==> config.mk <==
export PLATFORM = sky130hd
export DESIGN_NAME = tile_quad_vertex_generator_unit
export DESIGN_NICKNAME = d
export VERILOG_FILES = /design/src/rtl/tqvg_pkg.sv /design/src/rtl/tqvg_div.sv /design/src/rtl/tqvg_queue.sv /design/src/rtl/tqvg_front.sv /design/src/rtl/tqvg_back.sv /design/src/rtl/tile_quad_vertex_generator_unit.sv
export SDC_FILE = /design/constraint.sdc
export NUM_CORES = 2
export LEC_CHECK = 0
export BUFFER_PORTS_ARGS = -buffer_cell sky130_fd_sc_hd__buf_2
export CORE_ASPECT_RATIO = 1.2
export CORE_MARGIN = 2
export CORE_UTILIZATION = 55
export DETAILED_ROUTE_END_ITERATION = 8
export PLACE_DENSITY = 0.74
export REMOVE_ABC_BUFFERS = 1
export SYNTH_ARGS = -nofsm -noshare
export SYNTH_HDL_FRONTEND = slang
export SYNTH_SLANG_ARGS = --single-unit
==> constraint.sdc <==
create_clock -name clk -period 5.9 [get_ports clk]
set_input_delay 0.885 -clock clk [delete_from_list [all_inputs] [get_ports clk]]
set_output_delay 0.885 -clock clk [all_outputs]
set_load 0.02 [all_outputs]
==> src/rtl/tqvg_pkg.sv <==
// ---------------------------------------------------------------------------
// tqvg_pkg
// Types, register indexes and widths shared by the tile quad vertex generator.
// ---------------------------------------------------------------------------
package tqvg_pkg;

    localparam int IDX_W       = 16;  // tile index, tile value, sprite number
    localparam int DIV_W       = 11;  // layer width, tileset columns, remainders
    localparam int PIX_W       = 9;   // tile width and height
    localparam int SX_W        = 19;
    localparam int SY_W        = 25;
    localparam int CFG_IDX_W   = 3;
    localparam int CFG_DATA_W  = 16;
    localparam int DIV_STEPS   = IDX_W;
    localparam int STEP_W      = $clog2(DIV_STEPS);
    localparam int QUEUE_DEPTH = 2;
    localparam int QPTR_W      = $clog2(QUEUE_DEPTH);
    localparam int QCNT_W      = $clog2(QUEUE_DEPTH + 1);

    // configuration register indexes
    localparam logic [CFG_IDX_W-1:0] REG_LAYER_WIDTH     = 3'd0;
    localparam logic [CFG_IDX_W-1:0] REG_TILE_WIDTH      = 3'd1;
    localparam logic [CFG_IDX_W-1:0] REG_TILE_HEIGHT     = 3'd2;
    localparam logic [CFG_IDX_W-1:0] REG_TILESET_COLUMNS = 3'd3;
    localparam logic [CFG_IDX_W-1:0] REG_FIRST_GID       = 3'd4;

    localparam logic [DIV_W-1:0] LAYER_WIDTH_RST     = 11'd1;
    localparam logic [PIX_W-1:0] TILE_WIDTH_RST      = 9'd32;
    localparam logic [PIX_W-1:0] TILE_HEIGHT_RST     = 9'd32;
    localparam logic [DIV_W-1:0] TILESET_COLUMNS_RST = 11'd1;
    localparam logic [IDX_W-1:0] FIRST_GID_RST       = 16'd1;

    typedef enum logic [1:0] {
        CORNER_TL = 2'd0,
        CORNER_TR = 2'd1,
        CORNER_BR = 2'd2,
        CORNER_BL = 2'd3
    } corner_t;

    typedef struct packed {
        logic             map_start;
        logic [IDX_W-1:0] tile_value;
    } tile_t;

    typedef struct packed {
        logic [IDX_W-1:0] tile_index;
        logic [1:0]       corner;
        logic [SX_W-1:0]  screen_x;
        logic [SY_W-1:0]  screen_y;
        logic [SX_W-1:0]  tex_x;
        logic [SY_W-1:0]  tex_y;
        logic             last;
    } vertex_t;

    typedef struct packed {
        logic [DIV_W-1:0] layer_width;
        logic [PIX_W-1:0] tile_width;
        logic [PIX_W-1:0] tile_height;
        logic [DIV_W-1:0] tileset_columns;
        logic [IDX_W-1:0] first_gid;
    } cfg_t;

    // one non-empty tile waiting for the back end
    typedef struct packed {
        logic [IDX_W-1:0] tile_index;
        logic [IDX_W-1:0] sprite;
    } job_t;

    // queue status seen by both ends
    typedef struct packed {
        logic full;
        logic empty;
    } qstat_t;

endpackage

==> src/rtl/tqvg_div.sv <==
// ---------------------------------------------------------------------------
// tqvg_div
// Restoring divider, one quotient bit per cycle; holds results until restart.
// ---------------------------------------------------------------------------
module tqvg_div
    import tqvg_pkg::*;
(
    input  logic             clk,
    input  logic             rst_n,
    input  logic             start,
    input  logic [IDX_W-1:0] dividend,
    input  logic [DIV_W-1:0] divisor,
    output logic             done,
    output logic [IDX_W-1:0] quotient,
    output logic [DIV_W-1:0] remainder
);

    logic              busy_reg;
    logic              done_reg;
    logic [STEP_W-1:0] step_reg;
    logic [IDX_W-1:0]  quo_reg;
    logic [DIV_W-1:0]  rem_reg;
    logic [DIV_W-1:0]  dvs_reg;

    logic [DIV_W:0]    trial;
    logic              fits;
    logic [DIV_W-1:0]  rem_next;

    always_comb
    begin
        trial    = {rem_reg, quo_reg[IDX_W-1]};
        fits     = (trial >= {1'b0, dvs_reg});
        rem_next = fits ? DIV_W'(trial - {1'b0, dvs_reg}) : trial[DIV_W-1:0];
    end

    always_ff @(posedge clk or negedge rst_n)
    begin
        if (!rst_n)
        begin
            busy_reg <= 1'b0;
            done_reg <= 1'b0;
            step_reg <= '0;
        end
        else
        begin
            done_reg <= 1'b0;
            if (start)
            begin
                busy_reg <= 1'b1;
                step_reg <= '0;
            end
            else if (busy_reg)
            begin
                step_reg <= step_reg + 1'b1;
                if (step_reg == STEP_W'(DIV_STEPS - 1))
                begin
                    busy_reg <= 1'b0;
                    done_reg <= 1'b1;
                end
            end
        end
    end

    always_ff @(posedge clk)
    begin
        if (start)
        begin
            quo_reg <= dividend;
            rem_reg <= '0;
            dvs_reg <= divisor;
        end
        else if (busy_reg)
        begin
            // shift the next dividend bit in, record the quotient bit
            quo_reg <= {quo_reg[IDX_W-2:0], fits};
            rem_reg <= rem_next;
        end
    end

    assign done      = done_reg;
    assign quotient  = quo_reg;
    assign remainder = rem_reg;

endmodule

==> src/rtl/tqvg_queue.sv <==
// ---------------------------------------------------------------------------
// tqvg_queue
// Short FIFO of tile jobs between the front and back ends.
// ---------------------------------------------------------------------------
module tqvg_queue
    import tqvg_pkg::*;
(
    input  logic   clk,
    input  logic   rst_n,
    input  logic   push,
    input  job_t   push_job,
    input  logic   pop,
    output job_t   head_job,
    output qstat_t status
);

    job_t              entry_reg [QUEUE_DEPTH];
    logic [QPTR_W-1:0] wr_ptr_reg;
    logic [QPTR_W-1:0] rd_ptr_reg;
    logic [QCNT_W-1:0] count_reg;

    always_ff @(posedge clk or negedge rst_n)
    begin
        if (!rst_n)
        begin
            wr_ptr_reg <= '0;
            rd_ptr_reg <= '0;
            count_reg  <= '0;
        end
        else
        begin
            if (push)
            begin
                wr_ptr_reg <= QPTR_W'(wr_ptr_reg + 1'b1);
            end
            if (pop)
            begin
                rd_ptr_reg <= QPTR_W'(rd_ptr_reg + 1'b1);
            end
            if (push && !pop)
            begin
                count_reg <= count_reg + 1'b1;
            end
            else if (pop && !push)
            begin
                count_reg <= count_reg - 1'b1;
            end
        end
    end

    always_ff @(posedge clk)
    begin
        if (push)
        begin
            entry_reg[wr_ptr_reg] <= push_job;
        end
    end

    assign head_job     = entry_reg[rd_ptr_reg];
    assign status.full  = (count_reg == QCNT_W'(QUEUE_DEPTH));
    assign status.empty = (count_reg == '0);

endmodule

==> src/rtl/tqvg_front.sv <==
// ---------------------------------------------------------------------------
// tqvg_front
// Accepts tiles, keeps the map counter and drops empty tiles.
// ---------------------------------------------------------------------------
module tqvg_front
    import tqvg_pkg::*;
(
    input  logic             clk,
    input  logic             rst_n,
    input  logic             tile_valid,
    output logic             tile_ready,
    input  tile_t            tile,
    input  logic [IDX_W-1:0] first_gid,
    input  qstat_t           qstat,
    output logic             push,
    output job_t             push_job
);

    logic [IDX_W-1:0] counter_reg;
    logic [IDX_W-1:0] idx;
    logic             accept;
    logic             blank;

    assign tile_ready = !qstat.full;
    assign accept     = tile_valid && tile_ready;
    assign idx        = tile.map_start ? '0 : counter_reg;
    // empty cell, or an id below the tileset's first sprite
    assign blank      = (tile.tile_value == '0) || (tile.tile_value < first_gid);

    always_ff @(posedge clk or negedge rst_n)
    begin
        if (!rst_n)
        begin
            counter_reg <= '0;
        end
        else if (accept)
        begin
            counter_reg <= idx + 1'b1;
        end
    end

    assign push                = accept && !blank;
    assign push_job.tile_index = idx;
    assign push_job.sprite     = tile.tile_value - first_gid;

endmodule

==> src/rtl/tqvg_back.sv <==
// ---------------------------------------------------------------------------
// tqvg_back
// Splits map and sprite positions, then emits the four quad corners.
// ---------------------------------------------------------------------------
module tqvg_back
    import tqvg_pkg::*;
(
    input  logic    clk,
    input  logic    rst_n,
    input  cfg_t    cfg,
    input  qstat_t  qstat,
    input  job_t    head_job,
    output logic    pop,
    output logic    vertex_valid,
    input  logic    vertex_ready,
    output vertex_t vertex
);

    typedef enum logic [2:0] {
        ST_IDLE = 3'b001,
        ST_DIV  = 3'b010,
        ST_EMIT = 3'b100
    } state_t;

    state_t           state_reg;
    state_t           state_next;
    corner_t          corner_reg;
    logic [IDX_W-1:0] idx_reg;
    logic             out_valid_reg;
    vertex_t          out_reg;

    logic             map_done;
    logic             spr_done;
    logic [IDX_W-1:0] map_row;
    logic [DIV_W-1:0] map_col;
    logic [IDX_W-1:0] spr_row;
    logic [DIV_W-1:0] spr_col;
    logic [DIV_W-1:0] lw_nz;
    logic [DIV_W-1:0] tc_nz;

    logic             load;
    logic             dx;
    logic             dy;
    logic [DIV_W:0]   map_col_d;
    logic [DIV_W:0]   spr_col_d;
    logic [IDX_W:0]   map_row_d;
    logic [IDX_W:0]   spr_row_d;
    logic [DIV_W+PIX_W:0] sx_prod;
    logic [DIV_W+PIX_W:0] tx_prod;
    logic [IDX_W+PIX_W:0] sy_prod;
    logic [IDX_W+PIX_W:0] ty_prod;

    // a zero divisor acts as one
    assign lw_nz = (cfg.layer_width == '0) ? DIV_W'(1) : cfg.layer_width;
    assign tc_nz = (cfg.tileset_columns == '0) ? DIV_W'(1) : cfg.tileset_columns;

    assign pop = (state_reg == ST_IDLE) && !qstat.empty;

    tqvg_div u_map_div (
        .clk       (clk),
        .rst_n     (rst_n),
        .start     (pop),
        .dividend  (head_job.tile_index),
        .divisor   (lw_nz),
        .done      (map_done),
        .quotient  (map_row),
        .remainder (map_col)
    );

    tqvg_div u_spr_div (
        .clk       (clk),
        .rst_n     (rst_n),
        .start     (pop),
        .dividend  (head_job.sprite),
        .divisor   (tc_nz),
        .done      (spr_done),
        .quotient  (spr_row),
        .remainder (spr_col)
    );

    assign load = (state_reg == ST_EMIT) && (!out_valid_reg || vertex_ready);

    always_comb
    begin
        state_next = state_reg;
        unique case (state_reg)
            ST_IDLE:
            begin
                if (pop)
                begin
                    state_next = ST_DIV;
                end
            end
            ST_DIV:
            begin
                if (map_done && spr_done)
                begin
                    state_next = ST_EMIT;
                end
            end
            ST_EMIT:
            begin
                if (load && (corner_reg == CORNER_BL))
                begin
                    state_next = ST_IDLE;
                end
            end
            default:
            begin
                state_next = ST_IDLE;
            end
        endcase
    end

    always_comb
    begin
        dx        = (corner_reg == CORNER_TR) || (corner_reg == CORNER_BR);
        dy        = (corner_reg == CORNER_BR) || (corner_reg == CORNER_BL);
        map_col_d = {1'b0, map_col} + (DIV_W + 1)'(dx);
        spr_col_d = {1'b0, spr_col} + (DIV_W + 1)'(dx);
        map_row_d = {1'b0, map_row} + (IDX_W + 1)'(dy);
        spr_row_d = {1'b0, spr_row} + (IDX_W + 1)'(dy);
        sx_prod   = map_col_d * cfg.tile_width;
        tx_prod   = spr_col_d * cfg.tile_width;
        sy_prod   = map_row_d * cfg.tile_height;
        ty_prod   = spr_row_d * cfg.tile_height;
    end

    always_ff @(posedge clk or negedge rst_n)
    begin
        if (!rst_n)
        begin
            state_reg     <= ST_IDLE;
            corner_reg    <= CORNER_TL;
            out_valid_reg <= 1'b0;
        end
        else
        begin
            state_reg <= state_next;
            if (state_reg == ST_DIV)
            begin
                corner_reg <= CORNER_TL;
            end
            else if (load)
            begin
                corner_reg <= corner_t'(corner_reg + 1'b1);
            end
            if (load)
            begin
                out_valid_reg <= 1'b1;
            end
            else if (vertex_ready)
            begin
                out_valid_reg <= 1'b0;
            end
        end
    end

    always_ff @(posedge clk)
    begin
        if (pop)
        begin
            idx_reg <= head_job.tile_index;
        end
        if (load)
        begin
            out_reg.tile_index <= idx_reg;
            out_reg.corner     <= corner_reg;
            out_reg.screen_x   <= sx_prod[SX_W-1:0];
            out_reg.screen_y   <= sy_prod[SY_W-1:0];
            out_reg.tex_x      <= tx_prod[SX_W-1:0];
            out_reg.tex_y      <= ty_prod[SY_W-1:0];
            out_reg.last       <= (corner_reg == CORNER_BL);
        end
    end

    assign vertex_valid = out_valid_reg;
    assign vertex       = out_reg;

endmodule

==> src/rtl/tile_quad_vertex_generator_unit.sv <==
// ---------------------------------------------------------------------------
// tile_quad_vertex_generator_unit
// Turns a row-major stream of map tile ids into textured quad vertices.
// ---------------------------------------------------------------------------
// Usage:
//   tile   : one map cell per transfer (map_start, tile_value). map_start
//            makes the cell tile 0 of a new map; otherwise the index runs on
//            from the previous cell and wraps at 65536.
//   vertex : four transfers per non-empty tile, corners TL, TR, BR, BL, with
//            last set on BL. Empty cells (id 0 or below first_gid) give none.
//   cfg    : register writes (layer_width, tile_width, tile_height,
//            tileset_columns, first_gid); always ready, write only when idle.
// Back end: takes one non-empty tile at a time and holds it while the two
//   16-step shift-subtract dividers split map index and sprite number into
//   row and column, and until its BL corner is loaded. Empty tiles are
//   dropped at the front and never reach the back end.
//   A two-entry queue lets the front keep taking tiles while the back works.
// Reset: clears the tile counter, queue and sequencer, and loads the
//   register defaults (1, 32, 32, 1, 1).
// Stall: a vertex held by the receiver stays in the output register; the
//   back end pauses, the queue fills and then tile_ready drops.
// ---------------------------------------------------------------------------
module tile_quad_vertex_generator_unit
    import tqvg_pkg::*;
(
    input  logic                  clk,
    input  logic                  rst_n,
    input  logic                  tile_valid,
    output logic                  tile_ready,
    input  tile_t                 tile,
    output logic                  vertex_valid,
    input  logic                  vertex_ready,
    output vertex_t               vertex,
    input  logic                  cfg_valid,
    output logic                  cfg_ready,
    input  logic [CFG_IDX_W-1:0]  cfg_index,
    input  logic [CFG_DATA_W-1:0] cfg_data
);

    cfg_t   cfg_reg;
    qstat_t qstat;
    logic   push;
    job_t   push_job;
    logic   pop;
    job_t   head_job;

    // register writes are always accepted; unknown indexes are dropped
    assign cfg_ready = 1'b1;

    always_ff @(posedge clk or negedge rst_n)
    begin
        if (!rst_n)
        begin
            cfg_reg.layer_width     <= LAYER_WIDTH_RST;
            cfg_reg.tile_width      <= TILE_WIDTH_RST;
            cfg_reg.tile_height     <= TILE_HEIGHT_RST;
            cfg_reg.tileset_columns <= TILESET_COLUMNS_RST;
            cfg_reg.first_gid       <= FIRST_GID_RST;
        end
        else if (cfg_valid && cfg_ready)
        begin
            unique case (cfg_index)
                REG_LAYER_WIDTH:     cfg_reg.layer_width     <= cfg_data[DIV_W-1:0];
                REG_TILE_WIDTH:      cfg_reg.tile_width      <= cfg_data[PIX_W-1:0];
                REG_TILE_HEIGHT:     cfg_reg.tile_height     <= cfg_data[PIX_W-1:0];
                REG_TILESET_COLUMNS: cfg_reg.tileset_columns <= cfg_data[DIV_W-1:0];
                REG_FIRST_GID:       cfg_reg.first_gid       <= cfg_data[IDX_W-1:0];
                default:
                begin
                    // hold: no register at this index
                end
            endcase
        end
    end

    // front: take tiles, advance the map counter, drop empty cells
    tqvg_front u_front (
        .clk        (clk),
        .rst_n      (rst_n),
        .tile_valid (tile_valid),
        .tile_ready (tile_ready),
        .tile       (tile),
        .first_gid  (cfg_reg.first_gid),
        .qstat      (qstat),
        .push       (push),
        .push_job   (push_job)
    );

    tqvg_queue u_queue (
        .clk      (clk),
        .rst_n    (rst_n),
        .push     (push),
        .push_job (push_job),
        .pop      (pop),
        .head_job (head_job),
        .status   (qstat)
    );

    // back: divide, then sequence the four corners into the output register
    tqvg_back u_back (
        .clk          (clk),
        .rst_n        (rst_n),
        .cfg          (cfg_reg),
        .qstat        (qstat),
        .head_job     (head_job),
        .pop          (pop),
        .vertex_valid (vertex_valid),
        .vertex_ready (vertex_ready),
        .vertex       (vertex)
    );

endmodule
== Word level (Yosys, flattened, before mapping) ==
Memories as Yosys holds them, arrays and structs flattened.
Index checks and enable logic that the tools add are counted.
W data, S select, Z words.

* Bits in registers: 293
* Latch bits: 0
* Memory bits (writable): 64
* ROM bits: 0
* Input bits: 41
* Output and inout bits: 110
* Word-level logic and storage cells: 140
* Memories: 1

* $add $sub $neg: 15
* Multiply operators: 4
* Divide/modulo/power cells: 0
* Order comparisons: 3
* Equal/unequal tests: 16
* Shifts and indexed selects: 0
* Multiplexer cells: 35
* Bitwise gates (word level): 0
* Reduce and logical (&&, ||, !) cells: 34

{| class="wikitable"
|+ Memory list
! name !! words !! bits a word !! rd ports !! clocked after Yosys merged registers in !! write ports !! RTL line !! source
|-
| u_queue.entry_reg || 2 || 32 || 1 || 0 || 1 || tqvg_queue.sv:17 || <nowiki>job_t entry_reg [QUEUE_DEPTH];</nowiki>
|}

{| class="wikitable"
|+ Operators by type and width
! kind !! count
|-
| $mux W16 || 5
|-
| $mul A17 B9 Y25 || 2
|-
| $mul A12 B9 Y19 || 2
|-
| $add A16 B1 Y17 || 2
|-
| $add A11 B1 Y12 || 2
|-
| $ge A12 B11 Y1 || 2
|-
| $logic_not A11 Y1 || 2
|-
| $mux W11 || 2
|-
| $sub A11 B11 Y11 || 2
|-
| $add A16 B1 Y16 const B || 1
|-
| $logic_not A16 Y1 || 1
|-
| $lt A16 B16 Y1 || 1
|-
| $mux W1 || 16
|-
| $mux W4 || 4
|-
| $sub A16 B16 Y16 || 1
|-
| $reduce_and A2 Y1 || 5
|-
| $reduce_bool A2 Y1 || 5
|-
| $eq A3 B2 Y1 const B || 3
|-
| $mux W3 || 3
|-
| $pmux W3 S3 || 1
|-
| $add A4 B1 Y4 const B || 2
|-
| $eq A4 B4 Y1 const B || 2
|-
| $logic_and A1 B1 Y1 || 8
|-
| $mux W2 || 4
|-
| other kinds (14) || 29
|}

== Longest topological paths before layout ==
* Word-level depth: 8
* Depth in mapped cells: 25
* Gate-level depth less buffers: 25

== Cells and area by module ==
A second synthesis with hierarchy kept.

* Cells, all modules: 3,030
* Area total of the unflattened synthesis: 32,047.0 µm²

{| class="wikitable"
|+ Modules (own cells, without submodules)
! module !! times used !! cells each !! area each (µm²) !! seq. area each (µm²)
|-
| tqvg_back || 1 || 2,162 || 20,693.6 || 3,844.9
|-
| tqvg_div || 2 || 199 || 2,342.2 || 1,181.1
|-
| tqvg_queue || 1 || 116 || 2,648.8 || 2,021.9
|-
| tile_quad_vertex_generator_unit || 1 || 125 || 2,190.9 || 1,407.6
|-
| tqvg_front || 1 || 229 || 1,829.3 || 400.4
|}

== Worst setup path before layout ==
Ideal clock, no wire load.

* Kind: register to register
* From: register u_back.corner_reg[0]
* To: register u_back.out_reg (netlist bit u_back.vertex[24]) (data pin)
* Setup time: 0.258 ns
* Arrival: 5.931 ns
* Data required time: 5.642 ns
* Path slack: -0.289 ns
* Cell stages (with the launch flop): 25
* Buffers on the path: 0
* Clock period less this slack: 6.189 ns
* Cells stage by stage: dfrtp_1 -> inv_1 -> ha_1 -> or2_2 -> ha_1 -> nand4_1 -> nor3_1 -> nand3_1 -> xnor2_1 -> nand2_1 -> fa_1 -> inv_1 -> fa_1 -> fa_1 -> inv_1 -> fa_1 -> inv_1 -> ha_1 -> a2111oi_2 -> o21ai_1 -> a221o_2 -> o311ai_4 -> nand2_1 -> a211o_1 -> xor2_1

* Longest elaborated chain between the ends: 4
* Elaborated cells between the ends (all ways): 5
* Classes of those cells: 1 x add/sub; 1 x mul; 2 x eq/ne; 1 x reduce/logical

{| class="wikitable"
|+ Ends and longest elaborated chain
! what !! RTL line !! source
|-
| start: declaration || tqvg_back.sv:27 || <nowiki>corner_t corner_reg;</nowiki>
|-
| start signal: assignment || tqvg_back.sv:146 || <nowiki>corner_reg <= corner_t'(corner_reg + 1'b1);</nowiki>
|-
| $eq A2 B2 Y1 || tqvg_back.sv:118 || <nowiki>dy = (corner_reg == CORNER_BR) || (corner_reg == CORNER_BL);</nowiki>
|-
| $logic_or A1 B1 Y1 * || tqvg_back.sv:118 ||
|-
| $add A16 B1 Y17 * || tqvg_back.sv:122 || <nowiki>spr_row_d = {1'b0, spr_row} + (IDX_W + 1)'(dy);</nowiki>
|-
| $mul A17 B9 Y25 * || tqvg_back.sv:126 || <nowiki>ty_prod = spr_row_d * cfg.tile_height;</nowiki>
|-
| net u_back.ty_prod[23] || tqvg_back.sv:51 || <nowiki>logic [IDX_W+PIX_W:0] ty_prod;</nowiki>
|-
| end: declaration || tqvg_back.sv:30 || <nowiki>vertex_t out_reg;</nowiki>
|}

The timed path passes the listed nets; every way through them passes the cells marked *.
A chain may end at the register's enable or synchronous reset.

== Worst setup path in the final report ==
* From: register u_back.corner_reg[1]
* To: register u_back.out_reg (netlist bit u_back.vertex[24]) (data pin)

The elaborated chain is that of the path after synthesis.

==> results.md <==
- Wirelength, routed: 73200 um
- Pre-antenna DRT Iters: 5
- Area delta synth->final: 18.7%
- Fin Hold WS: 325 ps
- TritonCTS buffer count: 41
- Critical Path Max Stage Delay: 530 ps
- Critical path peak fanout: 9
- Fillers: 4241
- Via Count: 22961
- Synth unique cells: 81
- Met1 Track Usage GR: 31.8%
- Final Util: 66.3%
- Register bit total from synthesis: 357
- Worst-path clk slew: 60 ps
- Sequential-to-total area share from yosys stat: 32.0%
- Post-synth top area share: 23.0%
- Max FFs per register: 107
- CTS tree: built
- Synthesized netlist cell count: 3090
- DP Area: 0.0344 mm2
- Post-synth EDFFs: 241
- Die height: 266 um
- Drt via density: 5.47
- Clock sink count: 357
- Register area: 0.0100 mm2
- Max-Cap Viols: 0
- Top FF cell, synth: edfxtp_1
- Req. time, crit path: 6250 ps
- Setup violators final: 14
- Largest cells by area after synthesis: edfxtp_1, fa_1, ha_1
- Met2 Use GR: 44.7%
- Tmin final: 6200 ps
- F_max: 161 MHz
- Nature of the critical path startpoint: register
- Final Max Slew Viols: 0
- Post-synth top area cell: edfxtp_1
- Grt met3 use: 3.09%
- Worst skew pair latency: 600 ps
- Rows: 95
- Initial Util: 55.8%
- Ant. Diodes: 0
- Fin. Hold Viols: 0
- IO Pins: 151
- Routability congestion estimate: 0.899
- Worst-margin pin slew: 1190 ps
- Core area: 0.0562 mm2
- Outcome: finished with violations
- Crit-path cells: ha_2 -> or2_4 -> ha_4 -> nand4_1 -> nor2_1 -> xor2_2 -> and2_4 -> fa_1 -> inv_1 -> fa_1 -> inv_1 -> fa_1 -> inv_1 -> fa_1 -> inv_1 -> ha_4 -> buf_4 -> o211ai_1 -> a21oi_1 -> a221o_2 -> o311ai_4 -> nand2_1 -> a211o_1 -> xor2_1
- GRT Residual Overflow: 0
- Die area: 0.0590 mm2
- CTS root buffer: clkbuf_16
- Avg Cell Area, Syn: 10.2 um2
- Slowest stage cell, crit path: fa_1
- Port Buffers: 149
- Vias in the first global route: 24149
- GRT Total Usage: 25.0%
- First-pass GRT wire length: 120000 um
- Area of the multi-input gates: 0.0202 mm2
- Final setup skew: 37.0 ps
- Setup crit end kind: register
- CP bufs+invs: 5
- DP HPWL: 54200 um
- Final antenna-violating net count: 0
- H-tree Lvls: 2
- YS warnings: 0
- Failing checks: negative setup slack
- Top delay family on crit path: adder cells
- Wirelength per Cell: 17.4 um
- Unrepaired setup endpoints after global routing: true
- GR peak layer: met2
- Worst EP arrival: 6550 ps
- Min-Delay Path Class: in -> async
- Setup CP Type: reg -> reg
- Total Nets Final: 4038
- Final setup margin: -295 ps
- Initial antenna violation count: 0
- Mapped Area: 0.0314 mm2
- Largest net degree at the start of global routing: 73
- Max-slew headroom at the worst pin: 20.8%
- Pre-CTS WS: -456 ps
- Fin crit share: 105%
- CTS max path bufs: 3
- Asr flop ratio synth: 26.3%
- Initial DRC count: 1448
- Detailed-route DRC error count: 0
- Share of layout cells above drive strength 1: 21.9%
- Final instance area: 0.0373 mm2
- Die X: 222 um
-- cell usage after synthesis (all sizes together) (76+ instances only) --
cell type and count:
dfrtp 88, nor2 100, inv 504, nand2 394
edfxtp 241, xnor2 116, fa 353, clkbuf 102
o21ai 100, ha 208, a21oi 76, and2 285
-- what timing repair did --
action,in CTS,in global routing
endpoints found under the setup margin,34,38
setup buffers,11,32
pin swaps,65,102
hold buffers,0,0
gates resized for setup,96,156
-- cell type report --
type | instances | area share, %
inverters | 504 | 5.08
clock buffers | 49 | 3.05
multi-input cells | 2122 | 54.2
well taps | 727 | 2.44
repair buffers | 410 | 7.50
clock inverters | 27 | 0.812
flip-flops and latches | 357 | 26.9
-- cells by family after synthesis --
kind of cell,after synthesis,share of synthesized area (%)
AO/OA/AOI/OAI,318,6.55
buffers and inverters,611,7.34
adder cells (fa/ha/maj),561,30.8
AND/OR/NAND/NOR,987,15.6
multiplexers,94,3.23
other,1,0.0119
XOR/XNOR,161,4.51
flip-flops,357,32.0
-- through the flow --
stage,std cells,TNS (ps)
after floorplan,2983,-8390
after global placement,4082,-4180
after detailed placement,4082,-7570
after CTS,4168,-989
after global routing,4196,-6350
final,4196,-2070
-- path summary, 6_finish.rpt --
path,cells past startpoint,to,from,slack [ps]
worst min register to register,0,u_back.vertex[104],u_back.idx_reg[13],400
worst min-delay path,1,u_front.counter_reg[12],rst_n,320
min in group clk,0,u_back.vertex[104],u_back.idx_reg[13],400
max in group asynchronous,2,cfg_reg[35],rst_n,4460
worst max register to register,24,u_back.vertex[24],u_back.corner_reg[1],-300
worst max-delay path,24,u_back.vertex[24],u_back.corner_reg[1],-300
-- worst reg2reg max path, stage by stage, from the launching register on --
cell and delay (ps):
dfrtp_2 440, ha_2 190, or2_4 260, ha_4 170, nand4_1 160, nor2_1 100
xor2_2 210, and2_4 210, fa_1 530, inv_1 50, fa_1 530, inv_1 60
fa_1 530, inv_1 50, fa_1 470, inv_1 60, ha_4 160, buf_4 130
o211ai_1 250, a21oi_1 120, a221o_2 400, o311ai_4 310, nand2_1 110, a211o_1 320
xor2_1 140
-- layer usage --
layer,share of wire (%),wire length [um]
met4,3.0,2180
met2,52,38000
met3,4.6,3380
met1,40,29600
met5,0,0
-- cell usage in the layout, fill, tap and decap left out, types with 42 or more instances in the layout --
cell	synthesis	final
inv_1	503	480
nand2_1	394	382
fa_1	353	351
and2_1	284	276
buf_4	2	241
edfxtp_1	241	241
ha_1	208	175
buf_2	2	148
xnor2_1	116	94
dfrtp_1	88	87
nor2_1	100	81
o21ai_0	88	75
a21oi_1	76	63
mux2_2	58	58
clkbuf_16	0	42
Power is left out: the tool's default activity adds up to more than one toggle a clock period on the data nets, which glitch-free logic cannot reach.
